===== config.mk =====
export PLATFORM = sky130hd
export DESIGN_NAME = shell_command_syntax_check_unit_flat
export DESIGN_NICKNAME = d
export VERILOG_FILES = /design/src/rtl/scsc_pkg.sv /design/src/rtl/scsc_if.sv /design/src/rtl/scsc_grammar.sv /design/src/rtl/shell_command_syntax_check_unit.sv /design/src/flat_wrapper.sv
export SDC_FILE = /design/constraint.sdc
export NUM_CORES = 1
export LEC_CHECK = 0
export BUFFER_PORTS_ARGS = -buffer_cell sky130_fd_sc_hd__clkbuf_2
export CORE_MARGIN = 2
export CORE_UTILIZATION = 30
export DETAILED_ROUTE_END_ITERATION = 10
export PLACE_DENSITY = 0.54
export SLEW_MARGIN = 20
export SYNTH_ARGS = -nofsm -noshare
export SYNTH_HDL_FRONTEND = slang
export SYNTH_SLANG_ARGS = --single-unit

===== constraint.sdc =====
create_clock -name clk -period 5.53 [get_ports clk]
set_input_delay 0.8295 -clock clk [delete_from_list [all_inputs] [get_ports clk]]
set_output_delay 0.8295 -clock clk [all_outputs]
set_load 0.005 [all_outputs]

===== src/rtl/scsc_pkg.sv =====
// shared types and constants of the shell command syntax checker
// no dependencies; imported by every module of the block
`timescale 1ns / 1ps
`default_nettype none

package scsc_pkg;

    // line limit and group nesting limit
    localparam int LINE_BYTES = 1024;
    localparam int MAX_DEPTH  = 255;
    localparam int POS_W      = $clog2(LINE_BYTES);
    localparam int DEPTH_W    = 8;

    // special bytes
    localparam logic [7:0] CH_NUL   = 8'h00;
    localparam logic [7:0] CH_TAB   = 8'h09;
    localparam logic [7:0] CH_NL    = 8'h0a;
    localparam logic [7:0] CH_SPACE = 8'h20;
    localparam logic [7:0] CH_AMP   = 8'h26;
    localparam logic [7:0] CH_OPEN  = 8'h28;
    localparam logic [7:0] CH_CLOSE = 8'h29;
    localparam logic [7:0] CH_SEMI  = 8'h3b;
    localparam logic [7:0] CH_BAR   = 8'h7c;

    typedef enum logic [2:0] {
        PH_START = 3'd0,
        PH_NEED  = 3'd1,
        PH_WORD  = 3'd2,
        PH_GROUP = 3'd3,
        PH_AMP   = 3'd4,
        PH_BAD   = 3'd5
    } phase_t;

    typedef enum logic [2:0] {
        TK_AND   = 3'd0,
        TK_OR    = 3'd1,
        TK_SEMI  = 3'd2,
        TK_AMP   = 3'd3,
        TK_OPEN  = 3'd4,
        TK_CLOSE = 3'd5,
        TK_WORD  = 3'd6
    } tok_class_t;

    // bytes collected for the current token
    typedef struct packed {
        logic [1:0] len;
        logic [7:0] first;
        logic [7:0] second;
    } token_t;

    // grammar state handed between top level and grammar step
    typedef struct packed {
        phase_t              phase;
        logic [DEPTH_W-1:0]  depth;
    } gram_state_t;

endpackage

`default_nettype wire


===== src/rtl/scsc_if.sv =====
// handshake channels of the syntax checker: command bytes in, verdict out
// no dependencies
`timescale 1ns / 1ps
`default_nettype none

interface scsc_in_if;
    logic       valid;
    logic       ready;
    logic [7:0] ch;
    logic       last;

    modport source (output valid, output ch, output last, input ready);
    modport sink   (input valid, input ch, input last, output ready);
endinterface

interface scsc_out_if;
    logic valid;
    logic ready;
    logic valid_res;

    modport source (output valid, output valid_res, input ready);
    modport sink   (input valid, input valid_res, output ready);
endinterface

`default_nettype wire


===== src/rtl/scsc_grammar.sv =====
// one grammar step: classifies a finished token and advances phase and depth
// depends on scsc_pkg
`timescale 1ns / 1ps
`default_nettype none

module scsc_grammar (
    input  wire  scsc_pkg::token_t      tok,
    input  wire  scsc_pkg::gram_state_t cur,
    output scsc_pkg::gram_state_t       nxt
);
    import scsc_pkg::*;

    tok_class_t cls;

    // token class from its length and first two bytes
    always_comb
    begin
        cls = TK_WORD;
        if (tok.len == 2'd1)
        begin
            case (tok.first)
                CH_AMP:   cls = TK_AMP;
                CH_SEMI:  cls = TK_SEMI;
                CH_OPEN:  cls = TK_OPEN;
                CH_CLOSE: cls = TK_CLOSE;
                default:  cls = TK_WORD;
            endcase
        end
        else if (tok.len == 2'd2)
        begin
            if (tok.first == CH_AMP && tok.second == CH_AMP)
                cls = TK_AND;
            else if (tok.first == CH_BAR && tok.second == CH_BAR)
                cls = TK_OR;
        end
    end

    // phase transition and group depth update
    always_comb
    begin
        nxt = cur;
        case (cur.phase)
            PH_START, PH_NEED:
            begin
                if (cls == TK_OPEN)
                begin
                    if (cur.depth >= DEPTH_W'(MAX_DEPTH))
                        nxt.phase = PH_BAD;
                    else
                    begin
                        nxt.depth = cur.depth + 1'b1;
                        nxt.phase = PH_NEED;
                    end
                end
                else if (cls == TK_WORD)
                    nxt.phase = PH_WORD;
                else
                    nxt.phase = PH_BAD;
            end
            PH_WORD, PH_GROUP:
            begin
                if (cls inside {TK_AND, TK_OR, TK_SEMI})
                    nxt.phase = PH_NEED;
                else if (cls == TK_CLOSE)
                begin
                    if (cur.depth != '0)
                    begin
                        nxt.depth = cur.depth - 1'b1;
                        nxt.phase = PH_GROUP;
                    end
                    else
                        nxt.phase = PH_BAD;
                end
                else if (cls == TK_AMP)
                    nxt.phase = (cur.depth == '0) ? PH_AMP : PH_BAD;
                else if (cur.phase != PH_WORD)
                    nxt.phase = PH_BAD;
            end
            default:
                nxt.phase = PH_BAD;
        endcase
    end

endmodule

`default_nettype wire


===== src/rtl/shell_command_syntax_check_unit.sv =====
// top level of the shell command syntax checker
// depends on scsc_pkg, scsc_if and scsc_grammar
//
// usage:
//   cmd carries one byte of a command line per item (ch) with last marking
//   the final byte of the line; verdict carries one item per line, valid_res
//   is 1 when the line is syntactically valid
//   tokens split on space, tab and newline; a zero byte ends the string and
//   the bytes after it, or after the first LINE_BYTES-1 bytes, are ignored
// timing:
//   a byte is taken into an input register, then the grammar logic updates the
//   token and parse state; the verdict is written to the output register when
//   the last byte leaves the input register; throughput is one byte per cycle,
//   set by the single grammar step per byte, while no last byte waits on the output
// reset:
//   rst_n clears the parse state and both valid flags; after each verdict the
//   state returns to its reset value for the next line
// stall:
//   while the verdict waits to be taken, bytes keep flowing; only a second
//   last byte waits in the input register until the output frees up
`timescale 1ns / 1ps
`default_nettype none

module shell_command_syntax_check_unit (
    input  wire              clk,
    input  wire              rst_n,
    scsc_in_if.sink          cmd,
    scsc_out_if.source       verdict
);
    import scsc_pkg::*;

    // input register
    logic       in_valid_reg;
    logic [7:0] ch_reg;
    logic       last_reg;

    // parse state
    token_t            tok_reg, tok_next;
    gram_state_t       gram_reg, gram_next;
    logic [POS_W-1:0]  pos_reg, pos_next;
    logic              ended_reg, ended_next;

    // output register
    logic out_valid_reg;
    logic res_reg, res_next;

    logic        stage_go;
    logic        process;
    logic        end_old;
    logic        take_en;
    token_t      tok_upd;
    token_t      take_tok;
    gram_state_t gram_step;
    gram_state_t gram_fin;

    // the stage moves unless a verdict is blocked by a full output
    assign stage_go  = in_valid_reg && (!last_reg || !out_valid_reg || verdict.ready);
    assign cmd.ready = !in_valid_reg || stage_go;

    assign verdict.valid     = out_valid_reg;
    assign verdict.valid_res = res_reg;

    // byte handling and token collection
    always_comb
    begin
        process    = !ended_reg && (pos_reg < POS_W'(LINE_BYTES - 1));
        tok_upd    = tok_reg;
        pos_next   = pos_reg;
        ended_next = ended_reg;
        end_old    = 1'b0;
        if (process)
        begin
            pos_next = pos_reg + 1'b1;
            if (ch_reg inside {CH_NUL, CH_SPACE, CH_TAB, CH_NL})
            begin
                end_old = 1'b1;
                tok_upd = '0;
                if (ch_reg == CH_NUL)
                    ended_next = 1'b1;
            end
            else
            begin
                if (tok_reg.len == 2'd0)
                    tok_upd.first = ch_reg;
                else if (tok_reg.len == 2'd1)
                    tok_upd.second = ch_reg;
                if (tok_reg.len != 2'd3)
                    tok_upd.len = tok_reg.len + 1'b1;
            end
        end
        // line position starts over after the last byte
        if (last_reg)
        begin
            pos_next   = '0;
            ended_next = 1'b0;
        end
        // at most one token ends per byte: at a separator, or at the last byte
        take_tok = end_old ? tok_reg : tok_upd;
        take_en  = end_old ? (tok_reg.len != 2'd0) : (last_reg && tok_upd.len != 2'd0);
    end

    scsc_grammar u_grammar (
        .tok (take_tok),
        .cur (gram_reg),
        .nxt (gram_step)
    );

    // verdict and return to the start of a line
    always_comb
    begin
        gram_fin = take_en ? gram_step : gram_reg;
        res_next = (gram_fin.phase == PH_START) || (gram_fin.phase == PH_AMP) ||
                   ((gram_fin.phase == PH_WORD || gram_fin.phase == PH_GROUP) &&
                    gram_fin.depth == '0);
        tok_next  = (last_reg || take_en) ? '0 : tok_upd;
        gram_next = gram_fin;
        if (last_reg)
            gram_next = '{phase: PH_START, depth: '0};
    end

    // input register
    always_ff @(posedge clk or negedge rst_n)
    begin
        if (!rst_n)
            in_valid_reg <= 1'b0;
        else if (cmd.ready)
            in_valid_reg <= cmd.valid;
    end

    always_ff @(posedge clk)
    begin
        if (cmd.ready && cmd.valid)
        begin
            ch_reg   <= cmd.ch;
            last_reg <= cmd.last;
        end
    end

    // parse state registers
    always_ff @(posedge clk or negedge rst_n)
    begin
        if (!rst_n)
        begin
            tok_reg   <= '0;
            gram_reg  <= '{phase: PH_START, depth: '0};
            pos_reg   <= '0;
            ended_reg <= 1'b0;
        end
        else if (stage_go)
        begin
            tok_reg   <= tok_next;
            gram_reg  <= gram_next;
            pos_reg   <= pos_next;
            ended_reg <= ended_next;
        end
    end

    // output register
    always_ff @(posedge clk or negedge rst_n)
    begin
        if (!rst_n)
            out_valid_reg <= 1'b0;
        else if (stage_go && last_reg)
            out_valid_reg <= 1'b1;
        else if (verdict.ready)
            out_valid_reg <= 1'b0;
    end

    always_ff @(posedge clk)
    begin
        if (stage_go && last_reg)
            res_reg <= res_next;
    end

endmodule

`default_nettype wire

===== src/flat_wrapper.sv =====
// flat-port wrapper written by rule: the top's interface ports become plain ports
module shell_command_syntax_check_unit_flat import scsc_pkg::*;
  (clk, rst_n, cmd_valid, cmd_ch, cmd_last, cmd_ready, verdict_valid, verdict_valid_res, verdict_ready);
  scsc_in_if cmd_i ();
  scsc_out_if verdict_i ();
  input  wire clk;
  input  wire rst_n;
  input wire logic [$bits(cmd_i.valid)-1:0] cmd_valid;
  input wire logic [$bits(cmd_i.ch)-1:0] cmd_ch;
  input wire logic [$bits(cmd_i.last)-1:0] cmd_last;
  output wire logic [$bits(cmd_i.ready)-1:0] cmd_ready;
  output wire logic [$bits(verdict_i.valid)-1:0] verdict_valid;
  output wire logic [$bits(verdict_i.valid_res)-1:0] verdict_valid_res;
  input wire logic [$bits(verdict_i.ready)-1:0] verdict_ready;
  assign cmd_i.valid = cmd_valid;
  assign cmd_i.ch = cmd_ch;
  assign cmd_i.last = cmd_last;
  assign cmd_ready = cmd_i.ready;
  assign verdict_valid = verdict_i.valid;
  assign verdict_valid_res = verdict_i.valid_res;
  assign verdict_i.ready = verdict_ready;
  shell_command_syntax_check_unit u_core (.clk(clk), .rst_n(rst_n), .cmd(cmd_i), .verdict(verdict_i));
endmodule

* Word-level counts from Yosys, hierarchy flattened
Index checks and enable logic that the tools add are counted.
W data, S select, Z words.
** Storage, ports and cells
- Register bits after elaboration :: 52
- Bits in latches :: 0
- Memory bits (writable) :: 0
- ROM bits :: 0
- Input bits :: 13
- Logic and storage cells :: 126
- Memories :: 0
** Cells by class
- Add/sub/neg operators :: 4
- Multiply operators :: 0
- Divide/modulo/power cells :: 0
- Magnitude comparators :: 2
- Equality and inequality tests :: 27
- Shift operators :: 0
- Muxes and demuxes :: 42
- Bitwise operators :: 0
- Reduce and logical (&&, ||, !) cells :: 39
** Operators with widths (number)
- $mux W18 :: 4
- $mux W8 :: 8
- $eq A8 B6 Y1 const B :: 6
- $mux W3 :: 12
- $logic_not A8 Y1 :: 3
- $mux W11 :: 2
- $mux W10 :: 2
- $eq A3 B2 Y1 const B :: 6
- $eq A8 B4 Y1 const B :: 2
- $eq A8 B7 Y1 const B :: 2
- $pmux W8 S2 :: 1
- $eq A3 B3 Y1 const B :: 4
- $pmux W3 S4 :: 1
- $reduce_bool A2 Y1 :: 6
- $add A10 B1 Y10 const B :: 1
- $lt A10 B10 Y1 const B :: 1
- $mux W1 :: 10
- $logic_not A3 Y1 :: 3
- $add A8 B1 Y8 const B :: 1
- $ge A8 B8 Y1 const B :: 1
- $logic_and A1 B1 Y1 :: 8
- $reduce_bool A8 Y1 :: 1
- $sub A8 B1 Y8 const B :: 1
- $logic_or A1 B1 Y1 :: 7
- 15 further kinds :: 21

* Depth between registers and ports, before layout
- Depth in word-level cells :: 22
- Mapped depth :: 12
- Mapped depth without buffers :: 11

* By module
A second synthesis with hierarchy kept.
** Unflattened totals
- Cell total of the unflattened synthesis :: 321
- Area, all modules :: 3384.5 sq um
** By module, submodules not included
- shell_command_syntax_check_unit :: times used 1, cells each 202, area an instance 2576.2 sq um
- scsc_grammar :: times used 1, cells each 119, area an instance 808.3 sq um

* Worst setup path after synthesis
Ideal clock, no wire load.
- Kind :: reg-to-reg
- From :: register u_core.pos_reg[0]
- To :: register u_core.res_reg (netlist: u_core.verdict.valid_res) (data pin)
- Library setup time :: 0.146 ns
- Data arrival time :: 2.784 ns
- Data required time :: 5.384 ns
- Path slack :: 2.600 ns
- Cell stages (with the launch flop) :: 13
- Period minus slack after synthesis :: 2.930 ns
- Path through :: dfrtp_1 ha_1 and3_2 a31o_1 buf_6 or3_1 and2_1 buf_2 mux2i_1 nor3_1 a221oi_2 or3_1 o2bb2ai_1
** Between the ends
- Word-level cells in the longest chain between the ends :: 20
- Elaborated cells between the ends (all ways) :: 52
** RTL lines
- start, declared :: line shell_command_syntax_check_unit.sv:40 : logic [POS_W-1:0] pos_reg, pos_next;
- start signal, assigned :: line shell_command_syntax_check_unit.sv:153 : pos_reg <= pos_next;
- $lt A10 B10 Y1 * :: line shell_command_syntax_check_unit.sv:66 : process = !ended_reg && (pos_reg < POS_W'(LINE_BYTES - 1));
- $logic_and A1 B1 Y1 * :: line shell_command_syntax_check_unit.sv:66
- $mux W18 or $mux W1 (tied branches) :: line shell_command_syntax_check_unit.sv:71 : if (process)
- $mux W18 :: line shell_command_syntax_check_unit.sv:98 : take_tok = end_old ? tok_reg : tok_upd;
- $eq A8 B7 Y1 :: line scsc_grammar.sv:33 : else if (tok.first == CH_BAR && tok.second == CH_BAR)
- $logic_and A1 B1 Y1 :: line scsc_grammar.sv:33
- $mux W3 :: line scsc_grammar.sv:33
- $mux W3 :: line scsc_grammar.sv:31 : if (tok.first == CH_AMP && tok.second == CH_AMP)
- [... 5 more ...]
- $mux W3 :: line scsc_grammar.sv:62 : if (cls inside {TK_AND, TK_OR, TK_SEMI})
- $pmux W3 S2 :: line scsc_grammar.sv:42 : case (cur.phase)
- $mux W11 * :: line shell_command_syntax_check_unit.sv:111 : gram_fin = take_en ? gram_step : gram_reg;
- $eq A3 B2 Y1 :: line shell_command_syntax_check_unit.sv:113 : ((gram_fin.phase == PH_WORD || gram_fin.phase == PH_GROUP) &&
- $logic_or A1 B1 Y1 :: line shell_command_syntax_check_unit.sv:113
- $logic_and A1 B1 Y1 :: line shell_command_syntax_check_unit.sv:113
- $logic_or A1 B1 Y1 * :: line shell_command_syntax_check_unit.sv:112 : res_next = (gram_fin.phase == PH_START) || (gram_fin.phase == PH_AMP) ||
- named net u_core.res_next :: line shell_command_syntax_check_unit.sv:45 : logic res_reg, res_next;
- end signal, assigned :: line shell_command_syntax_check_unit.sv:172 : res_reg <= res_next;
- end, declared :: line shell_command_syntax_check_unit.sv:45
Mark *: on every way through the listed nets, which the timed path passes. The rest lies on a longest branch.
A chain may end at the register's enable or synchronous reset.

* Worst setup path in the final report
- From :: register u_core.ch_reg[1]
- To :: register u_core.res_reg (netlist: u_core.verdict.valid_res) (data pin)
** Between the ends
- Word-level cells in the longest chain between the ends :: 21
- Elaborated cells between the ends (all ways) :: 60
** RTL lines
- start, declared :: line shell_command_syntax_check_unit.sv:34 : logic [7:0] ch_reg;
- start signal, assigned :: line shell_command_syntax_check_unit.sv:134 : ch_reg <= cmd.ch;
- $eq A8 B6 Y1, or another cell as far along :: line shell_command_syntax_check_unit.sv:74 : if (ch_reg inside {CH_NUL, CH_SPACE, CH_TAB, CH_NL})
- $reduce_bool A4 Y1 or $mux W8 (tied branches) :: line shell_command_syntax_check_unit.sv:74, shell_command_syntax_check_unit.sv:83
- $mux W18 or $mux W1 (tied branches) :: line shell_command_syntax_check_unit.sv:74
- $mux W18 or $mux W1 (tied branches) :: line shell_command_syntax_check_unit.sv:71
- $mux W18 :: line shell_command_syntax_check_unit.sv:98
- $eq A8 B7 Y1 :: line scsc_grammar.sv:33
- $logic_and A1 B1 Y1 :: line scsc_grammar.sv:33
- $mux W3 :: line scsc_grammar.sv:33
- [... 6 more ...]
- $mux W3 :: line scsc_grammar.sv:62
- $pmux W3 S2 :: line scsc_grammar.sv:42
- $mux W11 * :: line shell_command_syntax_check_unit.sv:111
- $eq A3 B2 Y1 :: line shell_command_syntax_check_unit.sv:113
- $logic_or A1 B1 Y1 :: line shell_command_syntax_check_unit.sv:113
- $logic_and A1 B1 Y1 :: line shell_command_syntax_check_unit.sv:113
- $logic_or A1 B1 Y1 * :: line shell_command_syntax_check_unit.sv:112
- named net u_core.res_next :: line shell_command_syntax_check_unit.sv:45
Marks and branches as above.

==> results.py <==
metrics = {
    "outcome": {
        "status": "finished, final reports clean",
    },
    "sta": {
        "finClkSkew_ns": 0.00548,
        "setup_viol": 0,
        "finalHoldViolCount": 0,
        "tightest_slew_ns": 0.946,
        "drv_slew": 0,
        "fmax_ghz": 0.278,
        "fin_setup_tns_ns": 0,
        "slew_headroom_pct": 36.5,
        "rsz0062_at_grt": "false",
        "setup_slack_ns": 1.93,
        "fin_crit_sh_pct": 65.2,
        "finalWorstPathRequiredPeriod_ns": 3.60,
    },
    "place": {
        "io_buffers": 15,
        "gp_congestion": 0.933,
        "place_ws_ns": 2.02,
        "dp_hpwl_mm": 7.47,
    },
    "flow_run": {
        "drv_cap": 0,
    },
    "logic_synthesis": {
        "avgSynthCellArea_um2": 9.31,
        "yosysTopAreaCell": "dfrtp_1",
        "synth_ff_type": "dfrtp_1",
        "synth_top_cells_by_area": "dfrtp_1 28%, edfxtp_1 7.9%, a22o_1 3.7%, nor2_1 3.4%, nand2_1 2.9%",
        "ys_warn_count": 0,
        "synth_nets": 426,
        "syn_inst": 410,
        "synth_edf_count": 10,
        "synth_top_area_share_pct": 27.5,
        "synth_most_common_cell": "dfrtp_1",
        "syn_area_um2": 3820,
        "ys_ff_latch": 52,
        "synth-seq-area-share_pct": 35.4,
        "synth_common_cells": "42 x dfrtp_1, 35 x nor2_1, 30 x nand2_1, 18 x a21oi_1",
        "async_flop_share_pct": 80.8,
        "synthDistinctLibCells": 87,
    },
    "finish": {
        "largest_reg_flops": 18,
        "final_core_util_pct": 32.8,
        "syn_to_final_growth_pct": 7.64,
        "regArea_um2": 1350,
        "fill_cells": 1329,
        "fin_nets": 422,
        "drive_gt1_share_pct": 14.5,
        "multi_input_comb_area_um2": 2230,
        "diodes": 0,
    },
    "cts": {
        "clk_latency_ns": 0.30,
        "cts_max_path_buffers": 2,
        "clock_sinks": 52,
        "cts_resized": 0,
        "cts.root.buffer_cell": "clkbuf_16",
        "cts_max_level": 2,
        "cts_setup_buffers": 0,
        "path_clk_slew_ns": 0.07,
        "cts_buffers": 5,
        "cts_tree": "built",
        "hold_buffers": 0,
    },
    "die": {
        "die_w_um": 117,
        "core-area_um2": 12500,
        "start_util_pct": 30.5,
        "die_y_um": 117,
        "ios": 16,
        "fp.dieArea_um2": 13600,
        "rows": 41,
    },
    "critical_path": {
        "end_kind": "flip-flop",
        "cpPeakStageDelay_ns": 0.76,
        "worstPathMaxFanout": 16,
        "critPathRequiredTime_ns": 5.69,
        "cp.arrival_ns": 3.76,
        "crit_family": "compound AO/OA/AOI/OAI gates",
        "cp_cell_sequence": "nor4bb_2 > o31ai_4 > nand2_2 > o41ai_2 > a21oi_1 > nor4_1 > a221oi_2 > or3_1 > o2bb2ai_1",
        "critPathSlowestCell": "o31ai_4",
        "critical_path_class": "flip-flop to flip-flop",
        "crit_buf_inv": 0,
        "start_kind": "flip-flop",
    },
    "routing": {
        "routed_via_density": 5.78,
        "post_drt_wl_per_cell_um": 17.9,
        "ant_nets": 0,
        "drc": 0,
        "dr.pass1.iters": 5,
        "drtIter0Drc": 250,
        "num_vias": 3344,
        "wl_mm": 10.4,
    },
    "global_routing": {
        "grt_pass1_wl_mm": 17.1,
        "grt_overflow_total": 0,
        "grt_usage_pct": 16.0,
        "antenna_found_initial": 0,
        "grt_max_degree": 26,
        "grt_pass1_vias": 3265,
    },
    "power_and_ir_drop": {
        "leakagePower_uw": 0.00157,
        "vdd_drop_max_v": 0.000138,
        "p_total_uw": 1170,
        "power_density_nw_per_um2": 285,
    },
    "hold_path": {
        "hp-class": "primary input to async pin",
    },
}
path summary, 6_finish.rpt:
check | cells past startpoint | endpoint | slack, ns | from
setup / recovery | 9 | u_core.verdict.valid_res | 1.93 | u_core.ch_reg[1]
hold / removal | 1 | u_core.tok_reg[4] | 0.48 | rst_n
setup reg to reg | 9 | u_core.verdict.valid_res | 1.93 | u_core.ch_reg[1]
hold reg to reg | 1 | u_core.tok_reg[0] | 0.50 | u_core.tok_reg[0]
max in group asynchronous | 2 | u_core.gram_reg[0] | 4.54 | rst_n
min in group clk | 1 | u_core.tok_reg[0] | 0.50 | u_core.tok_reg[0]
layout make-up:
type,count,share of cell area [%]
multi-input cells,315,54.4
flip-flops and latches,52,32.9
well taps,172,5.24
clock buffers,5,3.05
repair buffers,16,2.31
inverters,16,1.46
clock inverters,3,0.670
cell usage in the layout (no fill, tap or decap), drive strengths merged, types with 4 or more instances in the layout:
cell and instances:
nand2 31, nand3 10, clkbuf 20, a22o 17
o211ai 4, nor3 18, o22ai 10, and2 6
or3 7, inv 17, and3 7, nor4 16
a21oi 18, o21ai 20, nand4 16, nor2 35
edfxtp 10, dfrtp 42, mux2i 8, a211oi 4
nor4b 5, a31oi 5
logic make-up (layout without fill, tap and decap cells):
logic type / count (synthesis) / in the layout / share of synthesized area (%)
xor gates and xnor gates: 5 / 5 / 1.15
DFF: 52 / 52 / 35.4
AOI/OAI and AO/OA: 119 / 119 / 25.2
muxes: 10 / 10 / 2.69
and+or+nand+nor: 178 / 178 / 28.4
buffers and inverters: 43 / 40 / 6.23
adders and majority gates: 3 / 3 / 0.983
power breakdown:
group	total [uW]	internal [uW]	switching, uW
Clock	328	172	156
Sequential	523	441	82.0
Combinational	321	125	196
Total	1170	738	434
metal layers:
metal | global-route usage (%) | routed length (um) | part of all wire [%]
met1 | 21.2 | 4650 | 45
met2 | 26.4 | 4980 | 48
met3 | 2.73 | 511 | 4.9
met4 | 5.73 | 232 | 2.2
met5 | 0 | 0 | 0
through the flow:
step                hold WS [ns]  cells  instance area, um2
detailed placement         0.489    571                3950
finish                     0.480    579                4110
CTS                        0.501    579                4100
global placement           0.486    570                3930
floorplan                  0.458    410                3820
global route               0.516    579                4110
(Power assumes the default switching activity.)
